--- src/hdl/mspd_pkg.sv ---
// ----------------------------------------------------------------------------
// mspd_pkg
// Shared types and codes of the multi-sensor proximity debouncer.
// ----------------------------------------------------------------------------
package mspd_pkg;

  // Action codes
  localparam logic [2:0] ACT_MEASURE     = 3'd0;
  localparam logic [2:0] ACT_START       = 3'd1;
  localparam logic [2:0] ACT_STOP        = 3'd2;
  localparam logic [2:0] ACT_CLEAR_OBST  = 3'd3;
  localparam logic [2:0] ACT_RESET_STATS = 3'd4;

  // Read status codes
  localparam logic [1:0] STAT_OK      = 2'd0;
  localparam logic [1:0] STAT_TIMEOUT = 2'd1;

  // Run modes
  localparam logic [1:0] MODE_STOPPED  = 2'd0;
  localparam logic [1:0] MODE_RUNNING  = 2'd1;
  localparam logic [1:0] MODE_OBSTACLE = 2'd2;

  // Event kinds
  localparam logic [1:0] EV_NONE      = 2'd0;
  localparam logic [1:0] EV_CONFIRMED = 2'd1;
  localparam logic [1:0] EV_CLEARED   = 2'd2;

  // Register indexes (word address)
  localparam logic [1:0] REG_THRESHOLD = 2'd0;
  localparam logic [1:0] REG_DEBOUNCE  = 2'd1;
  localparam logic [1:0] REG_SENSORS   = 2'd2;

  localparam int unsigned ADDR_W = 4;
  localparam int unsigned USED_W = 5;

  localparam logic [8:0] THR_RESET  = 9'd30;
  localparam logic [8:0] THR_LOW    = 9'd2;
  localparam logic [8:0] THR_HIGH   = 9'd400;
  localparam logic [3:0] DEB_RESET  = 4'd3;
  localparam logic [3:0] DEB_LOW    = 4'd1;
  localparam logic [3:0] DEB_HIGH   = 4'd10;
  localparam logic [3:0] SENS_RESET = 4'd4;

  typedef struct packed {
    logic [2:0]  action;
    logic [2:0]  sensor_index;
    logic [1:0]  read_status;
    logic [11:0] distance_q;
    logic        round_end;
  } in_item_t;

  typedef struct packed {
    logic [1:0]  event_kind;
    logic [2:0]  event_sensor;
    logic [11:0] event_distance_q;
    logic        stop_motors;
    logic [1:0]  run_mode;
    logic        any_obstacle;
    logic [31:0] poll_total;
    logic [31:0] event_total;
    logic [31:0] false_alarm_total;
  } out_item_t;

  // Saturated settings as used by the datapath
  typedef struct packed {
    logic [11:0]       limit_q;
    logic [3:0]        deb;
    logic [USED_W-1:0] used;
  } cfg_vals_t;

endpackage

--- src/hdl/mspd_cfg.sv ---
// ----------------------------------------------------------------------------
// mspd_cfg
// APB register file; presents the saturated settings to the datapath.
// ----------------------------------------------------------------------------
module mspd_cfg #(
  parameter int unsigned MAX_SENSORS = 8
) (
  input  logic                       clk,
  input  logic                       rst_n,
  input  logic                       psel,
  input  logic                       penable,
  input  logic                       pwrite,
  input  logic [mspd_pkg::ADDR_W-1:0] paddr,
  input  logic [31:0]                pwdata,
  output logic [31:0]                prdata,
  output logic                       pready,
  output mspd_pkg::cfg_vals_t        cfg_vals
);
  import mspd_pkg::*;

  localparam logic [USED_W-1:0] USED_MAX = USED_W'(MAX_SENSORS);

  logic [8:0] thr_r;
  logic [3:0] deb_r;
  logic [3:0] sens_r;
  logic       wr_en;
  logic [8:0] thr_sat;
  logic [3:0] deb_sat;
  logic [USED_W-1:0] sens_ext;

  assign pready = 1'b1;
  assign wr_en  = psel && penable && pwrite;

  always_ff @(posedge clk) begin
    if (!rst_n) begin
      thr_r  <= THR_RESET;
      deb_r  <= DEB_RESET;
      sens_r <= SENS_RESET;
    end else if (wr_en) begin
      case (paddr[3:2])
        REG_THRESHOLD: thr_r  <= pwdata[8:0];
        REG_DEBOUNCE:  deb_r  <= pwdata[3:0];
        REG_SENSORS:   sens_r <= pwdata[3:0];
        default: ;
      endcase
    end
  end

  always_comb begin
    case (paddr[3:2])
      REG_THRESHOLD: prdata = {23'd0, thr_r};
      REG_DEBOUNCE:  prdata = {28'd0, deb_r};
      REG_SENSORS:   prdata = {28'd0, sens_r};
      default:       prdata = 32'd0;
    endcase
  end

  always_comb begin
    thr_sat  = (thr_r < THR_LOW) ? THR_LOW : ((thr_r > THR_HIGH) ? THR_HIGH : thr_r);
    deb_sat  = (deb_r < DEB_LOW) ? DEB_LOW : ((deb_r > DEB_HIGH) ? DEB_HIGH : deb_r);
    sens_ext = {1'b0, sens_r};
    cfg_vals.limit_q = {thr_sat, 3'b000};
    cfg_vals.deb     = deb_sat;
    if (sens_ext == '0)
      cfg_vals.used = USED_W'(1);
    else if (sens_ext > USED_MAX)
      cfg_vals.used = USED_MAX;
    else
      cfg_vals.used = sens_ext;
  end

endmodule

--- src/hdl/mspd_core.sv ---
// ----------------------------------------------------------------------------
// mspd_core
// Input register, per-sensor debounce lanes, mode and statistics update,
// result register.
// ----------------------------------------------------------------------------
module mspd_core #(
  parameter int unsigned MAX_SENSORS = 8
) (
  input  logic                  clk,
  input  logic                  rst_n,
  input  mspd_pkg::cfg_vals_t   cfg_vals,
  input  logic                  in_valid,
  output logic                  in_ready,
  input  mspd_pkg::in_item_t    in_data,
  output logic                  out_valid,
  input  logic                  out_ready,
  output mspd_pkg::out_item_t   out_data
);
  import mspd_pkg::*;

  in_item_t  item_r;
  logic      item_valid_r;
  logic      item_valid_nxt;
  out_item_t out_r;
  out_item_t out_nxt;
  logic      out_valid_r;
  logic      out_valid_nxt;
  logic      advance;

  logic [1:0]  mode_r, mode_nxt;
  logic [3:0]  run_r   [MAX_SENSORS];
  logic [3:0]  run_nxt [MAX_SENSORS];
  logic        flag_r   [MAX_SENSORS];
  logic        flag_nxt [MAX_SENSORS];
  logic [31:0] poll_r, poll_nxt;
  logic [31:0] conf_r, conf_nxt;
  logic [31:0] false_r, false_nxt;

  logic [MAX_SENSORS-1:0] sel;
  logic        upd;
  logic [11:0] meas_q;
  logic        close;
  logic [3:0]  cur_run;
  logic        cur_flag;
  logic [4:0]  run_plus;
  logic [3:0]  run_inc;
  logic        anyo;

  assign advance  = item_valid_r && (!out_valid_r || out_ready);
  assign in_ready = !item_valid_r || advance;

  always_comb begin
    item_valid_nxt = (in_valid && in_ready) || (item_valid_r && !advance);
    out_valid_nxt  = advance || (out_valid_r && !out_ready);
  end

  // Per-sensor selection and the selected lane's state
  always_comb begin
    cur_run  = '0;
    cur_flag = 1'b0;
    for (int i = 0; i < MAX_SENSORS; i++) begin
      sel[i] = ({2'b00, item_r.sensor_index} == USED_W'(i));
      if (sel[i]) begin
        cur_run  = run_r[i];
        cur_flag = flag_r[i];
      end
    end
  end

  always_comb begin
    upd = (item_r.action == ACT_MEASURE) && (mode_r != MODE_STOPPED) &&
          ({2'b00, item_r.sensor_index} < cfg_vals.used) &&
          ((item_r.read_status == STAT_OK) || (item_r.read_status == STAT_TIMEOUT));
    // A timeout reads as one centimetre beyond the limit
    meas_q   = (item_r.read_status == STAT_TIMEOUT) ? (cfg_vals.limit_q + 12'd8)
                                                    : item_r.distance_q;
    close    = meas_q < cfg_vals.limit_q;
    run_plus = {1'b0, cur_run} + 5'd1;
    run_inc  = (run_plus > {1'b0, cfg_vals.deb}) ? cfg_vals.deb : run_plus[3:0];
  end

  always_comb begin
    mode_nxt  = mode_r;
    poll_nxt  = poll_r;
    conf_nxt  = conf_r;
    false_nxt = false_r;
    out_nxt   = '0;
    anyo      = 1'b0;
    for (int i = 0; i < MAX_SENSORS; i++) begin
      run_nxt[i]  = run_r[i];
      flag_nxt[i] = flag_r[i];
    end

    case (item_r.action)
      ACT_START: begin
        if (mode_r == MODE_STOPPED) mode_nxt = MODE_RUNNING;
      end
      ACT_STOP: begin
        mode_nxt = MODE_STOPPED;
      end
      ACT_CLEAR_OBST: begin
        for (int i = 0; i < MAX_SENSORS; i++) begin
          run_nxt[i]  = '0;
          flag_nxt[i] = 1'b0;
        end
        if (mode_r == MODE_OBSTACLE) mode_nxt = MODE_RUNNING;
      end
      ACT_RESET_STATS: begin
        poll_nxt  = '0;
        conf_nxt  = '0;
        false_nxt = '0;
      end
      ACT_MEASURE: begin
        if (upd) begin
          if (close) begin
            if (run_inc >= cfg_vals.deb && !cur_flag) begin
              conf_nxt                 = conf_r + 32'd1;
              out_nxt.event_kind       = EV_CONFIRMED;
              out_nxt.event_sensor     = item_r.sensor_index;
              out_nxt.event_distance_q = meas_q;
            end
          end else begin
            if (cur_run != '0 && cur_run < cfg_vals.deb) false_nxt = false_r + 32'd1;
            if (cur_flag) begin
              out_nxt.event_kind       = EV_CLEARED;
              out_nxt.event_sensor     = item_r.sensor_index;
              out_nxt.event_distance_q = meas_q;
            end
          end
          for (int i = 0; i < MAX_SENSORS; i++) begin
            if (sel[i]) begin
              run_nxt[i]  = close ? run_inc : 4'd0;
              flag_nxt[i] = close ? (cur_flag || (run_inc >= cfg_vals.deb)) : 1'b0;
            end
          end
        end
      end
      default: ;
    endcase

    for (int i = 0; i < MAX_SENSORS; i++) begin
      if (USED_W'(i) < cfg_vals.used) anyo = anyo | flag_nxt[i];
    end

    // Round end only counts on a measurement while not stopped
    if ((item_r.action == ACT_MEASURE) && (mode_r != MODE_STOPPED) && item_r.round_end) begin
      poll_nxt = poll_r + 32'd1;
      if (anyo && mode_r != MODE_OBSTACLE) begin
        mode_nxt            = MODE_OBSTACLE;
        out_nxt.stop_motors = 1'b1;
      end else if (!anyo && mode_r == MODE_OBSTACLE) begin
        mode_nxt = MODE_RUNNING;
      end
    end

    out_nxt.run_mode          = mode_nxt;
    out_nxt.any_obstacle      = anyo;
    out_nxt.poll_total        = poll_nxt;
    out_nxt.event_total       = conf_nxt;
    out_nxt.false_alarm_total = false_nxt;
  end

  always_ff @(posedge clk) begin
    if (!rst_n) begin
      item_valid_r <= 1'b0;
      out_valid_r  <= 1'b0;
      mode_r       <= MODE_STOPPED;
      poll_r       <= '0;
      conf_r       <= '0;
      false_r      <= '0;
      for (int i = 0; i < MAX_SENSORS; i++) begin
        run_r[i]  <= '0;
        flag_r[i] <= 1'b0;
      end
    end else begin
      item_valid_r <= item_valid_nxt;
      out_valid_r  <= out_valid_nxt;
      if (advance) begin
        mode_r  <= mode_nxt;
        poll_r  <= poll_nxt;
        conf_r  <= conf_nxt;
        false_r <= false_nxt;
        for (int i = 0; i < MAX_SENSORS; i++) begin
          run_r[i]  <= run_nxt[i];
          flag_r[i] <= flag_nxt[i];
        end
      end
    end
  end

  // Payload registers
  always_ff @(posedge clk) begin
    if (in_valid && in_ready) item_r <= in_data;
    if (advance) out_r <= out_nxt;
  end

  assign out_valid = out_valid_r;
  assign out_data  = out_r;

endmodule

--- src/hdl/multi_sensor_proximity_debouncer_top.sv ---
// ----------------------------------------------------------------------------
// multi_sensor_proximity_debouncer_top
// Counter-based obstacle debouncer for up to MAX_SENSORS distance sensors.
// ----------------------------------------------------------------------------
// Each beat on the input channel is a measurement or a command and yields
// exactly one result beat. An accepted beat lands in an input register;
// once the output register is free or being read, the sensor lanes, mode and
// statistics are updated and the result is written to the output register.
// One beat is taken every cycle while the output side keeps up;
// the output register lets the next beat enter while a result waits.
// The user must write settings over the APB port only while the block is
// idle; the block itself does not enforce this.
module multi_sensor_proximity_debouncer_top #(
  parameter int unsigned MAX_SENSORS = 8
) (
  input  logic                        clk,
  input  logic                        rst_n,
  input  logic                        in_valid,
  output logic                        in_ready,
  input  mspd_pkg::in_item_t          in_data,
  output logic                        out_valid,
  input  logic                        out_ready,
  output mspd_pkg::out_item_t         out_data,
  input  logic                        psel,
  input  logic                        penable,
  input  logic                        pwrite,
  input  logic [mspd_pkg::ADDR_W-1:0] paddr,
  input  logic [31:0]                 pwdata,
  output logic [31:0]                 prdata,
  output logic                        pready
);
  import mspd_pkg::*;

  cfg_vals_t cfg_vals;

  mspd_cfg #(.MAX_SENSORS(MAX_SENSORS)) u_cfg (
    .clk      (clk),
    .rst_n    (rst_n),
    .psel     (psel),
    .penable  (penable),
    .pwrite   (pwrite),
    .paddr    (paddr),
    .pwdata   (pwdata),
    .prdata   (prdata),
    .pready   (pready),
    .cfg_vals (cfg_vals)
  );

  mspd_core #(.MAX_SENSORS(MAX_SENSORS)) u_core (
    .clk       (clk),
    .rst_n     (rst_n),
    .cfg_vals  (cfg_vals),
    .in_valid  (in_valid),
    .in_ready  (in_ready),
    .in_data   (in_data),
    .out_valid (out_valid),
    .out_ready (out_ready),
    .out_data  (out_data)
  );

  // A stop request only comes with entry into the obstacle mode
  a_stop_mode: assert property (@(posedge clk) disable iff (!rst_n)
    (out_valid && out_data.stop_motors) |-> (out_data.run_mode == MODE_OBSTACLE))
    else $error("stop request outside obstacle mode");

  // A confirmation leaves at least one flag set and a nonzero event count
  a_conf_flag: assert property (@(posedge clk) disable iff (!rst_n)
    (out_valid && out_data.event_kind == EV_CONFIRMED) |->
      (out_data.any_obstacle && out_data.event_total != 32'd0))
    else $error("confirmation without obstacle flag");

  // No event, no event payload
  a_idle_event: assert property (@(posedge clk) disable iff (!rst_n)
    (out_valid && out_data.event_kind == EV_NONE) |->
      (out_data.event_sensor == 3'd0 && out_data.event_distance_q == 12'd0))
    else $error("event payload without event");

  // An accepted beat is followed by a valid result on the output
  a_result: assert property (@(posedge clk) disable iff (!rst_n)
    (in_valid && in_ready) |=> ##1 out_valid)
    else $error("accepted beat produced no result");

endmodule

--- config.mk ---
export PLATFORM = sky130hd
export DESIGN_NAME = multi_sensor_proximity_debouncer_top
export DESIGN_NICKNAME = d
export VERILOG_FILES = /design/src/hdl/mspd_pkg.sv /design/src/hdl/mspd_cfg.sv /design/src/hdl/mspd_core.sv /design/src/hdl/multi_sensor_proximity_debouncer_top.sv
export SDC_FILE = /design/constraint.sdc
export NUM_CORES = 1
export LEC_CHECK = 0
export ABC_AREA = 1
export BUFFER_PORTS_ARGS = -buffer_cell sky130_fd_sc_hd__buf_4
export CORE_MARGIN = 2
export CORE_UTILIZATION = 56
export CTS_CLUSTER_DIAMETER = 30
export DETAILED_ROUTE_END_ITERATION = 6
export PLACE_DENSITY = 0.75
export SYNTH_ARGS = -nofsm -noshare
export SYNTH_HDL_FRONTEND = slang
export SYNTH_SLANG_ARGS = --single-unit
export TNS_END_PERCENT = 100
--- constraint.sdc ---
create_clock -name clk -period 9.4 [get_ports clk]
set_input_delay 0.47 -clock clk [delete_from_list [all_inputs] [get_ports clk]]
set_output_delay 0.47 -clock clk [all_outputs]
set_load 0.05 [all_outputs]
==> flow_summary.yaml <==
clocking:
  insertion_delay_ps: 560
  ctsHoldBuffers: 0
  clkTransAtPathRegs_ps: 50
  numCtsBuffers: 55
  h-tree-depth: 2
  root_buffer: "clkbuf_16"
  cts_tree: "yes"
  cts_num_sinks: 295
  cts_resized: 0
  cts_buffer_depth: 3
  post_cts_buffers: 0
floorplan:
  ios: 216
  die_w_um: 167.8
  num_rows: 59
  initial_core_util: 0.5733
  fp.dieH_um: 167.8
  die_area_um2: 28160
  core_um2: 26210
sta:
  setup-tns-final_ps: 0
  hold_violations: 0
  setup_viol_count_final: 0
  finalCritPeriodShare: 0.6590
  rsz0062_at_grt: "no"
  skew_ps: 13.88
  worst_slew_pin_slew_ps: 1028
  setup_ws_ps: 3206
  hold_slack_ps: 92.11
  maxClockFrequency_mhz: 161.4
  slew_viol_final: 0
  slew_headroom: 0.3145
  finalWorstPathRequiredPeriod_ps: 6194
setup_path:
  critPathKind: "register to register"
  r2r_start: "u_core.item_r[15]"
  cp_data_arrival_time_ps: 6460
  worst_path_max_delay_cell: "o311ai_0"
  path_max_fanout: 12
  start_kind: "register"
  end_kind: "register"
  crit_start: "u_core.item_r[15]"
  cpPeakStageDelay_ps: 620
  rrSetupSlack_ps: 3210
  critPathRequiredTime_ps: 9670
  cp_common_cell: "inv_1"
placed_design:
  dp_hpwl_mm: 24.74
  gp_congestion: 0.9046
  portBuffers: 166
  dp_slack_ps: 3368
synth:
  synth_seq_cells: 295
  yosysSeqAreaShare: 0.5117
  yosys_warnings: 0
  synth_cells: 1761
  synth_cell_types: 65
  syn_area_per_cell_um2: 8.532
  synth_ff_type: "edfxtp_1"
  synth_area_um2: 15020
  synth-edff-count: 178
  ys_async_sr_fraction: 0
route:
  ant_nets: 0
  drt_pass1_iterations: 6
  wl_mm: 36.77
  vias: 12880
  drc: 0
  routedWlPerCell_um: 15.82
  viasPerCell: 5.541
  drtIter0Drc: 1115
global_routing:
  grtUsageTotal: 0.2576
  grt-ovfl-total: 0
  antenna_found_initial: 0
  grt_pass1_wl_mm: 59.40
  grt_pass1_vias: 12250
  grt_start_max_net_pins: 88
pwr:
  p_sw_frac: 0.2561
  p_seq_frac: 0.375
  power_density_nw_per_um2: 207.0
  p_leak_nw: 7.791
  internal_power_w: 0.002827
  ir_drop_v: 0.0001559
  clkPwrFrac: 0.528
  p_sw_w: 0.0009730
  power_frac_comb: 0.096
layout:
  final_nets: 2032
  drive_gt1_frac: 0.1840
  antenna_cells: 0
  nFillCells: 1981
  syn2layout_area_growth_pct: 22.18
  final_cell_mix: "nand2_1, inv_1, edfxtp_1, buf_4, nor2_1"
  ff_latch_area_um2: 7687
  multiInputGateArea_um2: 6060
  postLayoutCoreUtil: 0.7005
  final_common_cell: "nand2_1"
worst_hold_path:
  worstHoldStart: "in_data[11]"
  hp-class: "primary input to register"
run_status:
  status: "finished, final reports clean"
run:
  drv_cap: 0
## path summary, 6_finish.rpt
| check | to | cells after the start |
|---|---|---|
| worst max-delay path | u_core.out_data[51] | 28 |
| worst min-delay path | u_core.item_r[11] | 1 |
| worst max register to register | u_core.out_data[51] | 28 |
| worst min register to register | u_core.false_r[4] | 2 |
## sequential cells by signal (all words and copies together) (netlist names)
signal               cells
u_core.item_valid_r      1
u_cfg.thr_r              9
u_cfg.sens_r             4
u_core.item_r           21
u_core.conf_r           32
u_core.false_r          32
u_core.poll_r           32
u_core.flag_r            8
u_core.out_data        117
u_core.out_valid         1
u_core.run_r            32
u_core.mode_r            2
u_cfg.deb_r              4
## worst max-delay path: cells and delay by family, from the launching register on
kind / cells / cell delay, ps
simple gates: 10 / 1630
xor+xnor: 1 / 180
fa+ha+maj: 2 / 630
buf+inv: 8 / 1050
flops: 1 / 500
compound gates: 7 / 1920
## cell families after synthesis
family | synth area share
DFF | 0.5117
adders and majority gates | 0.02165
xor gates and xnor gates | 0.002915
and+or+nand+nor | 0.2611
AOI/OAI and AO/OA | 0.1110
other | 0.0004999
buffers and inverters | 0.09119
## layer usage
metal | share of wire | wire length (µm) | vias to the layer above | track usage
met5 | 0 | 0 | - | 0
met4 | 0.026 | 964 | 0 | 0.09036
met3 | 0.074 | 2716 | 72 | 0.05101
met2 | 0.48 | 17580 | 492 | 0.4386
met1 | 0.42 | 15520 | 6003 | 0.3295
li1 | - | - | 6310 | -
## layout make-up
| type | count | share of cell area |
|---|---|---|
| clock inverter | 42 | 0.02733 |
| clock buffer | 62 | 0.07757 |
| timing repair buffer | 175 | 0.07157 |
| inverter | 250 | 0.05180 |
| tap | 335 | 0.02283 |
| sequential | 295 | 0.4188 |
| multi-input combinational | 1165 | 0.3301 |
## metrics by stage
stage | cells | instance area [µm²] | total power [W]
floorplan | 1783 | 15110 | 0.001719
global placement | 2220 | 16430 | 0.001805
detailed placement | 2220 | 16430 | 0.001813
CTS | 2324 | 18360 | 0.003815
global route | 2324 | 18360 | 0.003919
finish | 2324 | 18360 | 0.003800
## power by group through the flow
stage	Sequential, W	Combinational, W	Clock, W
finish	0.00143	0.000366	0.00201
CTS	0.00143	0.000364	0.00203
floorplan	0.00152	0.000203	0
global placement	0.00145	0.000356	0
detailed placement	0.00145	0.000362	0
global route	0.00143	0.000396	0.00209
## cells in the mapped netlist, types with 32 or more instances
cell	instances	share of area
edfxtp_1	178	0.36
a21oi_1	76	0.025
nand3_1	105	0.035
nand4_1	62	0.026
nor2_1	128	0.032
o21ai_1	38	0.013
o21ai_0	74	0.025
inv_1	234	0.058
clkbuf_1	32	0.0080
dfxtp_1	117	0.16
nand2_1	404	0.10
(Power assumes the default switching activity.)
